--- src/stepper_speed_to_period_assert.svh ---
// ---------------------------------------------------------------------------
// Stepper speed to period assertion macros
// Concurrent assertion helpers clocked on clk_i and disabled in reset.
// ---------------------------------------------------------------------------
`ifndef STEPPER_SPEED_TO_PERIOD_ASSERT_SVH
`define STEPPER_SPEED_TO_PERIOD_ASSERT_SVH

// Consequent must hold in the same cycle as the antecedent.
`define SSP_ASSERT_NOW(lbl, ante, cons, msg) \
  lbl: assert property (@(posedge clk_i) disable iff (!rst_ni) (ante) |-> (cons)) \
    else $error(msg);

// Consequent must hold in the cycle after the antecedent.
`define SSP_ASSERT_NEXT(lbl, ante, cons, msg) \
  lbl: assert property (@(posedge clk_i) disable iff (!rst_ni) (ante) |=> (cons)) \
    else $error(msg);

`endif

--- src/ssp_pkg.sv ---
// ---------------------------------------------------------------------------
// Stepper speed to period package
// Field widths, operation and register codes, item and divider types.
// ---------------------------------------------------------------------------
`default_nettype none

package ssp_pkg;

  localparam int PERIOD_BITS_DEF     = 16;
  localparam int STEP_COUNT_BITS_DEF = 32;

  localparam int OP_W       = 3;
  localparam int SPEED_W    = 16;
  localparam int LIMIT_W    = 15;
  localparam int NUM_W      = 24;
  localparam int PERIOD_W   = 16;
  localparam int STEPS_W    = 32;
  localparam int CFG_IDX_W  = 2;
  localparam int CFG_DATA_W = 24;

  localparam logic [NUM_W-1:0]   NUM_RESET       = 24'd1125;
  localparam logic [LIMIT_W-1:0] MIN_SPEED_RESET = 15'd10;
  localparam logic [LIMIT_W-1:0] MAX_SPEED_RESET = 15'd4000;
  localparam logic [LIMIT_W-1:0] OFF_DELAY_RESET = 15'd1000;

  localparam logic [OP_W-1:0] OP_SPEED  = 3'd0;
  localparam logic [OP_W-1:0] OP_TICK   = 3'd1;
  localparam logic [OP_W-1:0] OP_STEP_L = 3'd2;
  localparam logic [OP_W-1:0] OP_STEP_R = 3'd3;
  localparam logic [OP_W-1:0] OP_CLEAR  = 3'd4;

  localparam logic [CFG_IDX_W-1:0] REG_PERIOD_NUM = 2'd0;
  localparam logic [CFG_IDX_W-1:0] REG_MIN_SPEED  = 2'd1;
  localparam logic [CFG_IDX_W-1:0] REG_MAX_SPEED  = 2'd2;
  localparam logic [CFG_IDX_W-1:0] REG_OFF_DELAY  = 2'd3;

  typedef struct packed {
    logic [OP_W-1:0]           operation;
    logic signed [SPEED_W-1:0] speed_left;
    logic signed [SPEED_W-1:0] speed_right;
  } in_item_t;

  typedef struct packed {
    logic [PERIOD_W-1:0] period_left;
    logic [PERIOD_W-1:0] period_right;
    logic                run_left;
    logic                run_right;
    logic                dir_left_pin;
    logic                dir_right_pin;
    logic                driver_enable;
    logic [STEPS_W-1:0]  steps_left;
    logic [STEPS_W-1:0]  steps_right;
    logic [STEPS_W-1:0]  steps_total;
  } out_item_t;

  typedef struct packed {
    logic               start;
    logic [NUM_W-1:0]   dividend;
    logic [LIMIT_W-1:0] divisor;
  } div_req_t;

  typedef struct packed {
    logic             done;
    logic [NUM_W-1:0] quotient;
  } div_rsp_t;

endpackage

`default_nettype wire

--- src/ssp_divider.sv ---
// ---------------------------------------------------------------------------
// Stepper speed to period divider
// Restoring divider producing one quotient bit per cycle.
// ---------------------------------------------------------------------------
`default_nettype none

module ssp_divider (
  input  wire logic              clk_i,
  input  wire logic              rst_ni,
  input  wire ssp_pkg::div_req_t req_i,
  output ssp_pkg::div_rsp_t      rsp_o
);

  localparam int NW    = ssp_pkg::NUM_W;
  localparam int DW    = ssp_pkg::LIMIT_W;
  localparam int CNT_W = $clog2(NW);

  logic             busy_q;
  logic             done_q;
  logic [CNT_W-1:0] cnt_q;
  logic [DW-1:0]    rem_q;
  logic [NW-1:0]    quo_q;
  logic [DW-1:0]    den_q;

  logic [DW:0]   trial;
  logic [DW+1:0] diff;
  logic          ge;
  logic          last;

  assign trial = {rem_q, quo_q[NW-1]};
  assign diff  = {1'b0, trial} - {2'b00, den_q};
  assign ge    = !diff[DW+1];
  assign last  = (cnt_q == CNT_W'(NW - 1));

  always_ff @(posedge clk_i or negedge rst_ni) begin
    if (!rst_ni) begin
      busy_q <= 1'b0;
      done_q <= 1'b0;
      cnt_q  <= '0;
    end else begin
      done_q <= busy_q && last;
      if (req_i.start) begin
        busy_q <= 1'b1;
        cnt_q  <= '0;
      end else if (busy_q) begin
        cnt_q <= cnt_q + CNT_W'(1);
        if (last) begin
          busy_q <= 1'b0;
        end
      end
    end
  end

  always_ff @(posedge clk_i) begin
    if (req_i.start) begin
      rem_q <= '0;
      quo_q <= req_i.dividend;
      den_q <= req_i.divisor;
    end else if (busy_q) begin
      rem_q <= ge ? diff[DW-1:0] : trial[DW-1:0];
      quo_q <= {quo_q[NW-2:0], ge};
    end
  end

  assign rsp_o.done     = done_q;
  assign rsp_o.quotient = quo_q;

endmodule

`default_nettype wire

--- src/stepper_speed_to_period.sv ---
// A speed command runs each moving wheel in turn through the shared 24-step divider;
// a stopped wheel does not use the divider.
// Ticks, step events and clears go straight to the done state. A result is loaded into
// the free output register; the block is ready for a new item in the cycle after that.
// Reset is asynchronous and active low; it restores the register defaults and clears
// all countdown, run, direction, period and step count state.
// ---------------------------------------------------------------------------
// Stepper speed to period controller
// Turns wheel speed commands into step periods, direction pins and run flags,
// manages driver power with an idle countdown and counts step events until cleared.
// ---------------------------------------------------------------------------
`default_nettype none

`include "stepper_speed_to_period_assert.svh"

module stepper_speed_to_period #(
  parameter int PERIOD_BITS     = ssp_pkg::PERIOD_BITS_DEF,
  parameter int STEP_COUNT_BITS = ssp_pkg::STEP_COUNT_BITS_DEF
) (
  input  wire logic                             clk_i,
  input  wire logic                             rst_ni,
  input  wire logic                             in_valid_i,
  output logic                                  in_ready_o,
  input  wire ssp_pkg::in_item_t                in_item_i,
  output logic                                  out_valid_o,
  input  wire logic                             out_ready_i,
  output ssp_pkg::out_item_t                    out_item_o,
  input  wire logic                             cfg_valid_i,
  output logic                                  cfg_ready_o,
  input  wire logic [ssp_pkg::CFG_IDX_W-1:0]    cfg_index_i,
  input  wire logic [ssp_pkg::CFG_DATA_W-1:0]   cfg_data_i
);

  localparam int PB  = PERIOD_BITS;
  localparam int SCB = STEP_COUNT_BITS;
  localparam int NW  = ssp_pkg::NUM_W;
  localparam int LW  = ssp_pkg::LIMIT_W;
  localparam int SW  = ssp_pkg::SPEED_W;
  localparam int PW  = ssp_pkg::PERIOD_W;
  localparam int CW  = ssp_pkg::STEPS_W;

  localparam logic [1:0] S_IDLE = 2'd0;
  localparam logic [1:0] S_LOAD = 2'd1;
  localparam logic [1:0] S_DIV  = 2'd2;
  localparam logic [1:0] S_DONE = 2'd3;

  localparam logic [PB-1:0] PERIOD_MAX = {PB{1'b1}};

  logic [1:0]     state_q;
  logic           wheel_q;
  logic [NW-1:0]  num_q;
  logic [LW-1:0]  min_q;
  logic [LW-1:0]  max_q;
  logic [LW-1:0]  off_q;
  logic [15:0]    countdown_q;
  logic           cd_done_q;
  logic           enable_q;
  logic [1:0]     run_q;
  logic [1:0]     dir_q;
  logic [PB-1:0]  period_q [2];
  logic [SCB-1:0] steps_q [3];
  logic [SW-1:0]  spd_l_q;
  logic [SW-1:0]  spd_r_q;
  logic           out_valid_q;
  ssp_pkg::out_item_t out_item_q;

  logic               accept;
  logic               out_load;
  logic [SW-1:0]      spd_sel;
  logic               neg;
  logic [SW-1:0]      mag_raw;
  logic [SW-1:0]      mag_min;
  logic [SW-1:0]      mag_clamp;
  logic [NW+PB-1:0]   quo_ext;
  logic [PB-1:0]      quo_sat;
  logic [PB+PW-1:0]   per_l_ext;
  logic [PB+PW-1:0]   per_r_ext;
  logic [SCB+CW-1:0]  stl_ext;
  logic [SCB+CW-1:0]  str_ext;
  logic [SCB+CW-1:0]  stt_ext;
  ssp_pkg::div_req_t  div_req;
  ssp_pkg::div_rsp_t  div_rsp;

  assign in_ready_o  = (state_q == S_IDLE);
  assign accept      = in_valid_i && in_ready_o;
  assign out_load    = (state_q == S_DONE) && (!out_valid_q || out_ready_i);
  assign cfg_ready_o = 1'b1;

  assign spd_sel   = wheel_q ? spd_r_q : spd_l_q;
  assign neg       = spd_sel[SW-1];
  assign mag_raw   = neg ? (SW'(0) - spd_sel) : spd_sel;
  assign mag_min   = (mag_raw < {1'b0, min_q}) ? {1'b0, min_q} : mag_raw;
  assign mag_clamp = (mag_min > {1'b0, max_q}) ? {1'b0, max_q} : mag_min;

  assign div_req.start    = (state_q == S_LOAD) && (spd_sel != '0) && (mag_clamp != '0);
  assign div_req.dividend = num_q;
  assign div_req.divisor  = mag_clamp[LW-1:0];

  ssp_divider u_divider (
    .clk_i  (clk_i),
    .rst_ni (rst_ni),
    .req_i  (div_req),
    .rsp_o  (div_rsp)
  );

  assign quo_ext = {PB'(0), div_rsp.quotient};
  assign quo_sat = (quo_ext > {NW'(0), PERIOD_MAX}) ? PERIOD_MAX : quo_ext[PB-1:0];

  always_ff @(posedge clk_i or negedge rst_ni) begin
    if (!rst_ni) begin
      num_q <= ssp_pkg::NUM_RESET;
      min_q <= ssp_pkg::MIN_SPEED_RESET;
      max_q <= ssp_pkg::MAX_SPEED_RESET;
      off_q <= ssp_pkg::OFF_DELAY_RESET;
    end else if (cfg_valid_i) begin
      case (cfg_index_i)
        ssp_pkg::REG_PERIOD_NUM: num_q <= cfg_data_i[NW-1:0];
        ssp_pkg::REG_MIN_SPEED:  min_q <= cfg_data_i[LW-1:0];
        ssp_pkg::REG_MAX_SPEED:  max_q <= cfg_data_i[LW-1:0];
        ssp_pkg::REG_OFF_DELAY:  off_q <= cfg_data_i[LW-1:0];
        default: begin
        end
      endcase
    end
  end

  always_ff @(posedge clk_i or negedge rst_ni) begin
    if (!rst_ni) begin
      state_q     <= S_IDLE;
      wheel_q     <= 1'b0;
      countdown_q <= '0;
      cd_done_q   <= 1'b0;
      enable_q    <= 1'b0;
      run_q       <= '0;
      dir_q       <= '0;
      period_q[0] <= '0;
      period_q[1] <= '0;
      steps_q[0]  <= '0;
      steps_q[1]  <= '0;
      steps_q[2]  <= '0;
      out_valid_q <= 1'b0;
    end else begin
      if (out_load) begin
        out_valid_q <= 1'b1;
      end else if (out_ready_i) begin
        out_valid_q <= 1'b0;
      end
      case (state_q)
        S_IDLE: begin
          if (accept) begin
            state_q <= S_DONE;
            case (in_item_i.operation)
              ssp_pkg::OP_SPEED: begin
                countdown_q <= {1'b0, off_q};
                cd_done_q   <= 1'b0;
                enable_q    <= 1'b1;
                wheel_q     <= 1'b0;
                state_q     <= S_LOAD;
              end
              ssp_pkg::OP_TICK: begin
                if (!cd_done_q) begin
                  if (countdown_q != '0) begin
                    countdown_q <= countdown_q - 16'd1;
                  end else begin
                    enable_q    <= 1'b0;
                    run_q       <= '0;
                    period_q[0] <= '0;
                    period_q[1] <= '0;
                    cd_done_q   <= 1'b1;
                  end
                end
              end
              ssp_pkg::OP_STEP_L: begin
                steps_q[0] <= steps_q[0] + SCB'(1);
                steps_q[2] <= steps_q[2] + SCB'(1);
              end
              ssp_pkg::OP_STEP_R: begin
                steps_q[1] <= steps_q[1] + SCB'(1);
                steps_q[2] <= steps_q[2] + SCB'(1);
              end
              ssp_pkg::OP_CLEAR: begin
                steps_q[0] <= '0;
                steps_q[1] <= '0;
                steps_q[2] <= '0;
              end
              default: begin
              end
            endcase
          end
        end
        S_LOAD: begin
          if (spd_sel == '0) begin
            period_q[wheel_q] <= '0;
            run_q[wheel_q]    <= 1'b0;
            wheel_q           <= 1'b1;
            state_q           <= wheel_q ? S_DONE : S_LOAD;
          end else begin
            dir_q[wheel_q] <= neg ^ wheel_q;
            run_q[wheel_q] <= 1'b1;
            if (mag_clamp == '0) begin
              period_q[wheel_q] <= PERIOD_MAX;
              wheel_q           <= 1'b1;
              state_q           <= wheel_q ? S_DONE : S_LOAD;
            end else begin
              state_q <= S_DIV;
            end
          end
        end
        S_DIV: begin
          if (div_rsp.done) begin
            period_q[wheel_q] <= quo_sat;
            wheel_q           <= 1'b1;
            state_q           <= wheel_q ? S_DONE : S_LOAD;
          end
        end
        S_DONE: begin
          if (out_load) begin
            state_q <= S_IDLE;
          end
        end
        default: begin
          state_q <= S_IDLE;
        end
      endcase
    end
  end

  always_ff @(posedge clk_i) begin
    if (accept) begin
      spd_l_q <= in_item_i.speed_left;
      spd_r_q <= in_item_i.speed_right;
    end
  end

  assign per_l_ext = {PW'(0), period_q[0]};
  assign per_r_ext = {PW'(0), period_q[1]};
  assign stl_ext   = {CW'(0), steps_q[0]};
  assign str_ext   = {CW'(0), steps_q[1]};
  assign stt_ext   = {CW'(0), steps_q[2]};

  always_ff @(posedge clk_i) begin
    if (out_load) begin
      out_item_q.period_left   <= per_l_ext[PW-1:0];
      out_item_q.period_right  <= per_r_ext[PW-1:0];
      out_item_q.run_left      <= run_q[0];
      out_item_q.run_right     <= run_q[1];
      out_item_q.dir_left_pin  <= dir_q[0];
      out_item_q.dir_right_pin <= dir_q[1];
      out_item_q.driver_enable <= enable_q;
      out_item_q.steps_left    <= stl_ext[CW-1:0];
      out_item_q.steps_right   <= str_ext[CW-1:0];
      out_item_q.steps_total   <= stt_ext[CW-1:0];
    end
  end

  assign out_valid_o = out_valid_q;
  assign out_item_o  = out_item_q;

  `SSP_ASSERT_NEXT(a_busy_after_accept, accept, !in_ready_o,
                   "Block still ready in the cycle after taking an item.")
  `SSP_ASSERT_NOW(a_off_means_stopped, !enable_q, run_q == 2'b00,
                  "A wheel runs while the driver is off.")
  `SSP_ASSERT_NOW(a_div_done_in_wait, div_rsp.done, state_q == S_DIV,
                  "Divider finished outside the wait state.")
  `SSP_ASSERT_NOW(a_stopped_zero_period, !run_q[0], period_q[0] == '0,
                  "Stopped left wheel holds a nonzero period.")

endmodule

`default_nettype wire
--- config.mk ---
export PLATFORM = sky130hd
export DESIGN_NAME = stepper_speed_to_period
export DESIGN_NICKNAME = d
export VERILOG_FILES = /design/src/ssp_pkg.sv /design/src/ssp_divider.sv /design/src/stepper_speed_to_period.sv
export VERILOG_INCLUDE_DIRS = /design/src /design/src/src
export SDC_FILE = /design/constraint.sdc
export NUM_CORES = 1
export LEC_CHECK = 0
export CORE_MARGIN = 3
export CORE_UTILIZATION = 60
export DETAILED_ROUTE_END_ITERATION = 16
export DONT_BUFFER_PORTS = 1
export PLACE_DENSITY_LB_ADDON = 0.08
export SYNTH_ARGS = -nofsm -noshare
export SYNTH_HDL_FRONTEND = slang
export SYNTH_SLANG_ARGS = --single-unit
--- constraint.sdc ---
create_clock -name clk_i -period 11.6 [get_ports clk_i]
set_input_delay 1.16 -clock clk_i [delete_from_list [all_inputs] [get_ports clk_i]]
set_output_delay 1.16 -clock clk_i [all_outputs]
set_load 0.005 [all_outputs]
==> impl_summary.txt, run 1 <==
----------------------------------------------------
[Status]
  Outcome ... completed

[STA]
  Max Clock Skew ... 0.0243 ns
  Worst-Margin Slew ... around 1.1 ns
  Final-layout setup total negative slack ... 0 ns
  Slack of the critical path ... roughly 2.4 ns
  Min Tclk post-route ... around 9.2 ns
  Max Fclk ... between 100 and 150 MHz
  Unrepaired setup endpoints after global routing ... false
  Total setup violations reported at the end of the flow ... 0
  Max-slew headroom ... a little under a quarter
  Hold violation count in the final report ... 0
  Final period utilization ... between 70% and 80%
  Total count of max-transition violations in the final report ... 0

[Worst setup path]
  Setup crit start kind ... register
  Cell type group with the largest total delay on the critical path ... compound AO/OA/AOI/OAI gates
  Worst Setup Path Type ... register to register
  Peak per-stage delay on the critical path ... about 0.94 ns
  Critical-path maximum fanout ... 42
  Arrival time worst endpoint ... between 9 and 10 ns
  Kind of end point of the critical path ... register
  Series of cell instances along the critical path ... mux2_2, inv_1, ha_1, nor4b_2, o21ai_2, o31ai_1, xor2_1, ha_1, nor4_1, nand2_1, o31ai_1, o21a_1, mux2_2, ha_1, and4_1, nand4_1, or3_1, a21oi_1, a21o_1, nor2_1, a211oi_4, buf_4, or2_2
  Count of buffer and inverter cells on the critical path ... 2
  Cell type with the highest occurrence count on the critical path ... sky130_fd_sc_hd__ha_1
  Slowest library cell on the worst path ... sky130_fd_sc_hd__dfrtp_2
  Critical path data required time ... 11.80 ns

[Finish]
  Antenna diode count ... 0
  Area added between synthesis and finish ... 9.21%
  Layout cells sized above 1 ... between 10% and 20%
  Final layout net count ... about 1800

[Route]
  Antenna viol nets, final ... 0
  Average via count per standard cell ... a little under 6
  Via Count ... approximately 13000
  Detailed-routing iteration count for the pre-antenna-repair pass ... 5
  DRC viols ... 0
  Routed WL ... ~44 mm
  Drt first-iter violations ... approximately 800
  Drt wl/cell ... around 20 um

[Logic synthesis]
  Post-synthesis instance area ... a little over 20000 sq um
  Syn. warnings ... 0
  Average cell area after synthesis ... 11.9 sq um
  Leading area contributor after synthesis ... sky130_fd_sc_hd__edfxtp_1
  EDFF count, synth ... between 200 and 250
  Top cells by area, synth ... sky130_fd_sc_hd__edfxtp_1, sky130_fd_sc_hd__dfrtp_1, sky130_fd_sc_hd__mux2_2
  Post-Synthesis Cells ... 1725
  Synthesized netlist net count ... roughly 1800
  Most used DFF post-synth ... sky130_fd_sc_hd__dfrtp_1
  Share of the synthesized area in the top cell type ... approximately 30%
  Synthesized flop and latch total ... roughly 450
  Count of different cell masters after synthesis ... 75
  Register area share after synthesis ... 59.4%
  Share of synthesized flip-flops with an asynchronous set or reset ... 51.2%

[Job]
  Max-cap violations ... 0

[Clocking]
  CTS Sinks ... ~450
  Hold Buf Count CTS ... 0
  Total CTS buffers ... between 40 and 50
  Post-CTS setup repair buffer count ... 0
  Buffer depth of the longest clock path ... 3
  Clock slew at the register clock pins of the worst setup and hold paths ... roughly 0.06 ns
  Number of gates given a new drive strength after cts ... 0
  Deepest level of the CTS H-tree ... 2
  Clock tree from TritonCTS ... done
  Clk root buf ... sky130_fd_sc_hd__clkbuf_16
  Insertion delay to the later sink of the worst-skew pair ... between 0.5 and 0.6 ns

[Placement]
  IO buf count ... 0
  DP HPWL ... 30.5 mm
  Gp weighted congestion ... roughly 0.88
  Setup Slack @ Placement ... approximately 2.5 ns

[Pwr]
  Int Pwr ... ~0.0040 W
  Sequential fraction of design power ... roughly two fifths
  Power density cells ... between 200 and 300 nW/um^2
  Switch share ... ~35%
  Logic gate share of total power ... between 30% and 40%
  Leakage Power ... a little over 9 nW
  Psw ... approximately 0.0021 W
  Worst VDD drop ... 0.000170 V
  Clock Power Share ... about a quarter

[GRT]
  Largest net degree at the start of global routing ... 231
  Via count of the first global-routing pass ... around 13000
  Congestion Overflow GR ... 0
  GRT Total Usage ... about 24%
  Wire length of the first global-routing pass ... ~70 mm
  Number of antenna violations at the first check in global routing ... 1

[Die]
  Initial core utilization ... around three fifths
  Row Count ... 67
  IO Pins ... ~200
  Placeable Area ... between 30000 and 40000 sq um
  Die X ... between 150 and 200 um
  Die boundary height ... between 150 and 200 um
  Area enclosed by the die boundary ... about 37000 sq um

[Min path]
  HP Class ... input pin to async pin

----------------------------------------------------
## registers in the layout (all words and copies together), names as in the netlist, 16 cells and up
| signal | cells |
|---|---|
| per_r_ext | 16 |
| steps_q | 96 |
| spd_r_q | 16 |
| spd_l_q | 16 |
| out_item_o | 133 |
| u_divider.quo_q | 24 |
| per_l_ext | 16 |
| countdown_q | 16 |
| num_q | 24 |
## final cells by class
cell class / instances / area, sq um
tap: 448 / 561
sequential: 449 / 12200
clock buffer: 60 / 1240
timing repair buffer: 11 / 82.6
clock inverter: 23 / 282
fill: 2503 / 11200
multi-input combinational: 1140 / 7810
inverter: 71 / 267
## metal layers
| layer | wire length, um | share of wire, % | GRT usage, % |
|---|---|---|---|
| met1 | 19900 | 46 | 34.3 |
| met2 | 20600 | 47 | 39.0 |
| met4 | 725 | 1.7 | 5.19 |
| met5 | 20 | 0.046 | 0 |
| met3 | 2450 | 5.6 | 5.56 |
## power groups by stage
| stage | logic (W) | clock network [W] | registers [W] |
|---|---|---|---|
| 5_1_grt | 0.00229 | 0.00159 | 0.00258 |
| 4_1_cts | 0.00204 | 0.00152 | 0.00253 |
| 3_3_place_gp | 0.00198 | 0 | 0.00255 |
| 6_report | 0.00203 | 0.00148 | 0.00253 |
| 3_5_place_dp | 0.00203 | 0 | 0.00256 |
| 2_1_floorplan | 0.00166 | 0 | 0.00243 |
## layout by cell type (no fill, tap or decap), types with 7 or more instances in the layout
cell type,count
sky130_fd_sc_hd__edfxtp_1,204
sky130_fd_sc_hd__and3_1,31
sky130_fd_sc_hd__nor2b_1,9
sky130_fd_sc_hd__nand3_1,38
sky130_fd_sc_hd__o31ai_1,10
sky130_fd_sc_hd__a21oi_1,66
sky130_fd_sc_hd__ha_1,55
sky130_fd_sc_hd__a2bb2oi_1,12
sky130_fd_sc_hd__buf_4,11
sky130_fd_sc_hd__a21o_1,7
sky130_fd_sc_hd__inv_1,69
sky130_fd_sc_hd__nand3b_1,7
sky130_fd_sc_hd__xor2_1,77
sky130_fd_sc_hd__o21ai_0,105
sky130_fd_sc_hd__xnor2_1,28
sky130_fd_sc_hd__a211oi_1,24
sky130_fd_sc_hd__nand4_1,19
sky130_fd_sc_hd__clkbuf_1,10
sky130_fd_sc_hd__clkinv_2,8
sky130_fd_sc_hd__a2bb2oi_2,20
sky130_fd_sc_hd__nand2b_1,7
sky130_fd_sc_hd__nand2_1,122
sky130_fd_sc_hd__o211ai_1,7
sky130_fd_sc_hd__clkbuf_16,46
sky130_fd_sc_hd__nor2_1,197
sky130_fd_sc_hd__mux2i_1,21
sky130_fd_sc_hd__or3_1,21
sky130_fd_sc_hd__dfrtp_1,210
sky130_fd_sc_hd__nor4_1,23
sky130_fd_sc_hd__or4_1,7
sky130_fd_sc_hd__nor3_1,28
sky130_fd_sc_hd__dfstp_2,19
sky130_fd_sc_hd__mux2_2,111
sky130_fd_sc_hd__dfxtp_1,15
## metrics by stage
step	cells	instance area (sq um)	hold slack, ns	power [W]	utilization [%]
after floorplan	1725	20600	0.419	0.00409	-
after global placement	2119	20900	0.432	0.00453	62.3
after detailed placement	2119	20900	0.433	0.00459	62.3
after CTS	2202	22500	0.257	0.00609	66.8
after global routing	2202	22500	0.262	0.00646	66.8
final	2202	22500	0.291	0.00605	66.8
## cell families after synthesis
| family | share of synthesized area, % |
|---|---|
| AOI/OAI and AO/OA | 9.83 |
| xor gates and xnor gates | 4.47 |
| adders and majority gates | 3.44 |
| buffers and inverters | 2.72 |
| DFF | 59.4 |
| muxes | 7.24 |
| other | 0.0182 |
| and+or+nand+nor | 12.9 |
## cell usage after synthesis (all sizes together), types with 7 or more instances
master / number
a211oi: 25
a21oi: 66
or4: 7
o211ai: 7
a21o: 7
nand2b: 7
nor2: 198
nand3b: 7
dfrtp: 211
dfstp: 19
nand4: 19
dfxtp: 15
edfxtp: 204
buf: 21
mux2i: 22
mux2: 112
o21ai: 109
o31ai: 10
and3: 31
nor3: 28
nor3b: 9
nor4: 25
ha: 55
xor2: 77
and2: 8
a2bb2oi: 32
inv: 70
clkbuf: 44
nand2: 122
xnor2: 28
nor2b: 10
nand3: 38
or3: 21
## worst paths after layout
path                       slack [ns]  cells past startpoint     start                  end
setup / recovery                 2.42                     23   wheel_q  u_divider.quo_q[10]
hold / removal                   0.29                      0    rst_ni          steps_q[50]
setup reg to reg                 2.42                     23   wheel_q  u_divider.quo_q[10]
hold reg to reg                  0.45                      0  dir_q[1]       out_item_o[97]
max in group asynchronous       10.72                      0    rst_ni            num_q[20]
min in group clk_i               0.45                      0  dir_q[1]       out_item_o[97]
Note: power is estimated with default switching activity, not from simulation.
==> inputs of run 2 (changes only) <==
ABC_AREA = 1   (was not set)
clock period = 9.3 ns   (was 11.6 ns; I/O delays follow)
==> run 2 against run 1 <==
Compared with the run above:
- global-route usage grew 1.9 points
- highest routed layer is now met4
- clock skew barely moved
- fmax increased by 18%
- synthesized cell count up 29%
- largest cell class unchanged
- hold slack worse by 0.22 ns
- cell count increased by 22%
- die area grew 1.6%
==> impl_summary.txt, run 2 <==
----------------------------------------------------
[Clocking]
  Number of gates given a new drive strength after cts ... 0
  Clk root buf ... sky130_fd_sc_hd__clkbuf_16
  Buffer depth of the longest clock path ... 3
  Deepest level of the CTS H-tree ... 2
  Clock tree from TritonCTS ... done
  Hold Buf Count CTS ... 0
  Post-CTS setup repair buffer count ... 0
  CTS Sinks ... 449
  Total CTS buffers ... 45
  Clock slew at the register clock pins of the worst setup and hold paths ... approximately 0.060 ns
  Insertion delay to the later sink of the worst-skew pair ... about 0.58 ns

[STA]
  Total count of max-transition violations in the final report ... 0
  Total setup violations reported at the end of the flow ... 0
  Final-layout setup total negative slack ... 0 ns
  Max Clock Skew ... between 0.02 and 0.025 ns
  Unrepaired setup endpoints after global routing ... false
  WHS ... 0.0745 ns
  Hold violation count in the final report ... 0
  Min Tclk post-route ... between 7 and 8 ns
  Max Fclk ... 129 MHz
  Max-slew headroom ... between 10 and 15%
  Worst-Margin Slew ... 1.30 ns
  Final period utilization ... 83.3%

[Logic synthesis]
  Share of the synthesized area in the top cell type ... between 20% and 30%
  Syn. warnings ... 0
  Count of different cell masters after synthesis ... 55
  Leading area contributor after synthesis ... sky130_fd_sc_hd__edfxtp_1
  Average cell area after synthesis ... 9.37 sq um
  Leading cell types by count after synthesis ... sky130_fd_sc_hd__nand2_1, sky130_fd_sc_hd__inv_1, sky130_fd_sc_hd__dfrtp_1, sky130_fd_sc_hd__o21ai_0, sky130_fd_sc_hd__edfxtp_1
  Share of synthesized flip-flops with an asynchronous set or reset ... 51.2%
  Most used DFF post-synth ... sky130_fd_sc_hd__dfrtp_1
  Post-synthesis instance area ... 20900 sq um
  Synthesized flop and latch total ... about 450
  Xor and xnor fraction of the mapped netlist area ... about 1.1%
  Top cells by area, synth ... sky130_fd_sc_hd__edfxtp_1, sky130_fd_sc_hd__dfrtp_1, sky130_fd_sc_hd__nand2_1
  Register area share after synthesis ... between 50% and 60%
  EDFF count, synth ... 204
  Adder-cell share of the synthesized area ... 3.39%
  Main combinational cell family by area after synthesis ... simple AND/OR/NAND/NOR gates
  Compound-gate portion of the synthesized area ... around an eighth
  Synthesized netlist net count ... between 2000 and 2500
  Top-count cell post-synth ... sky130_fd_sc_hd__nand2_1
  Post-Synthesis Cells ... 2230
  Synth Area in Simple Gates ... 17.8%
  Multiplexer share of the synthesized area ... less than 1%

[Pwr]
  Clock Power Share ... about a quarter
  Worst VDD drop ... 0.000198 V
  Logic gate share of total power ... 35.4%
  Sequential fraction of design power ... around 40%
  Psw ... about 0.0031 W
  Switch share ... 38.5%
  Int Pwr ... 0.00499 W
  Leakage Power ... ~9.9 nW
  Power density cells ... around 360 nW/um^2

[Worst setup path]
  Critical-path maximum fanout ... between 40 and 50
  Arrival time worst endpoint ... around 8 ns
  Worst Setup Path Type ... register to register
  Depth of the worst register-to-register path ... 39
  Kind of end point of the critical path ... register
  Critical path data required time ... 9.40 ns
  Slowest library cell on the worst path ... sky130_fd_sc_hd__nand2_1
  Peak per-stage delay on the critical path ... between 0.7 and 0.8 ns
  Cell type with the highest occurrence count on the critical path ... sky130_fd_sc_hd__nand2_1
  Setup crit start kind ... register

[Job]
  Max-cap violations ... 0

[Finish]
  Final core utilization ... approximately 67%
  Commonest non-fill, non-tap cells in the layout ... sky130_fd_sc_hd__nand2_1, sky130_fd_sc_hd__inv_1, sky130_fd_sc_hd__dfrtp_1
  Final layout net count ... around 2300
  Filler instances ... 2680
  Area added between synthesis and finish ... 8.88%
  Most common cell after layout, fill and taps aside ... sky130_fd_sc_hd__nand2_1
  Layout cells sized above 1 ... 6.28%
  Antenna diode count ... 0
  Flip-flop count of the largest register after layout ... around 130

[Route]
  Drt wl/cell ... between 15 and 20 um
  Drt first-iter violations ... 1109
  DRC viols ... 0
  Antenna viol nets, final ... 0
  Detailed-routing iteration count for the pre-antenna-repair pass ... 6
  Routed WL ... around 48 mm
  Average via count per standard cell ... 5.66
  Via Count ... approximately 15000

[Min path]
  HP Class ... input pin to async pin

[Placement]
  IO buf count ... 0
  DP HPWL ... 34.0 mm
  Gp weighted congestion ... a little over 0.9

[GRT]
  Number of antenna violations at the first check in global routing ... 0
  GRT Total Usage ... 26.2%
  Via count of the first global-routing pass ... 14300
  Wire length of the first global-routing pass ... roughly 76 mm
  Largest net degree at the start of global routing ... about 230
  Congestion Overflow GR ... 0

[Die]
  Die X ... approximately 190 um
  Die boundary height ... 193 um
  Initial core utilization ... 61.6%
  IO Pins ... 202
  Placeable Area ... between 30000 and 40000 sq um
  Area enclosed by the die boundary ... 37100 sq um
  Row Count ... between 60 and 70

[Status]
  Outcome ... completed

----------------------------------------------------
-- run 2: final cells by class --
| class | count | area, sq um | area share, % |
|---|---|---|---|
| Inverter | 275 | 1040 | 4.56 |
| Multi-Input combinational cell | 1428 | 7290 | 32.0 |
| Clock inverter | 25 | 314 | 1.38 |
| Timing Repair Buffer | 10 | 75.1 | 0.330 |
| Sequential cell | 449 | 12200 | 53.6 |
| Clock buffer | 59 | 1280 | 5.63 |
| Tap cell | 448 | 561 | 2.46 |
-- run 2: per-layer routing --
layer  vias up  track usage, %  share of wire [%]
met4         0            7.28                2.3
met2       465            43.4                 48
met1      7271            35.9                 44
met3        70            4.54                5.1
met5         -               0                  0
li1       7450               -                  -
-- run 2: kinds of logic (layout without fill, tap and decap cells) --
family,count (synthesis),after routing
compound gates,453,453
simple gates,880,880
fa+ha+maj,56,56
mux,11,11
buf+inv,353,369
other cells,1,1
xor+xnor,27,27
flops,449,449
-- run 2: worst max-delay path: cells and delay by family (launching register included) --
| family | cells | cell delay, ns |
|---|---|---|
| compound gates | 2 | 0.78 |
| xor+xnor | 1 | 0.33 |
| fa+ha+maj | 3 | 0.75 |
| buf+inv | 5 | 0.95 |
| flops | 1 | 0.57 |
| simple gates | 28 | 3.86 |
-- run 2: through the flow --
stage	instance area, sq um	cells	setup WS (ns)	total power [W]
after floorplan	20900	2230	1.26	0.00554
after global placement	21200	2610	1.72	0.00611
after detailed placement	21200	2610	1.61	0.00620
after CTS	22800	2694	1.57	0.00814
after global routing	22800	2694	0.663	0.00874
final	22800	2694	1.55	0.00811
-- run 2: path summary, 6_finish.rpt --
kind	startpoint	endpoint	slack, ns
worst max-delay path	wheel_q	u_divider.quo_q[12]	1.55
worst min-delay path	rst_ni	wheel_q	0.07
worst max register to register	wheel_q	u_divider.quo_q[12]	1.55
worst min register to register	steps_q[63]	out_item_o[63]	0.45
max in group asynchronous	rst_ni	countdown_q[0]	8.49
min in group clk_i	in_item_i[20]	spd_l_q[4]	0.45
-- run 2: power groups by stage --
stage	clock, W	combinational, W	sequential (W)
CTS	0.00196	0.00287	0.00331
global placement	0	0.00278	0.00333
floorplan	0	0.00233	0.00321
detailed placement	0	0.00285	0.00335
global route	0.00205	0.00331	0.00339
finish	0.00193	0.00287	0.00331
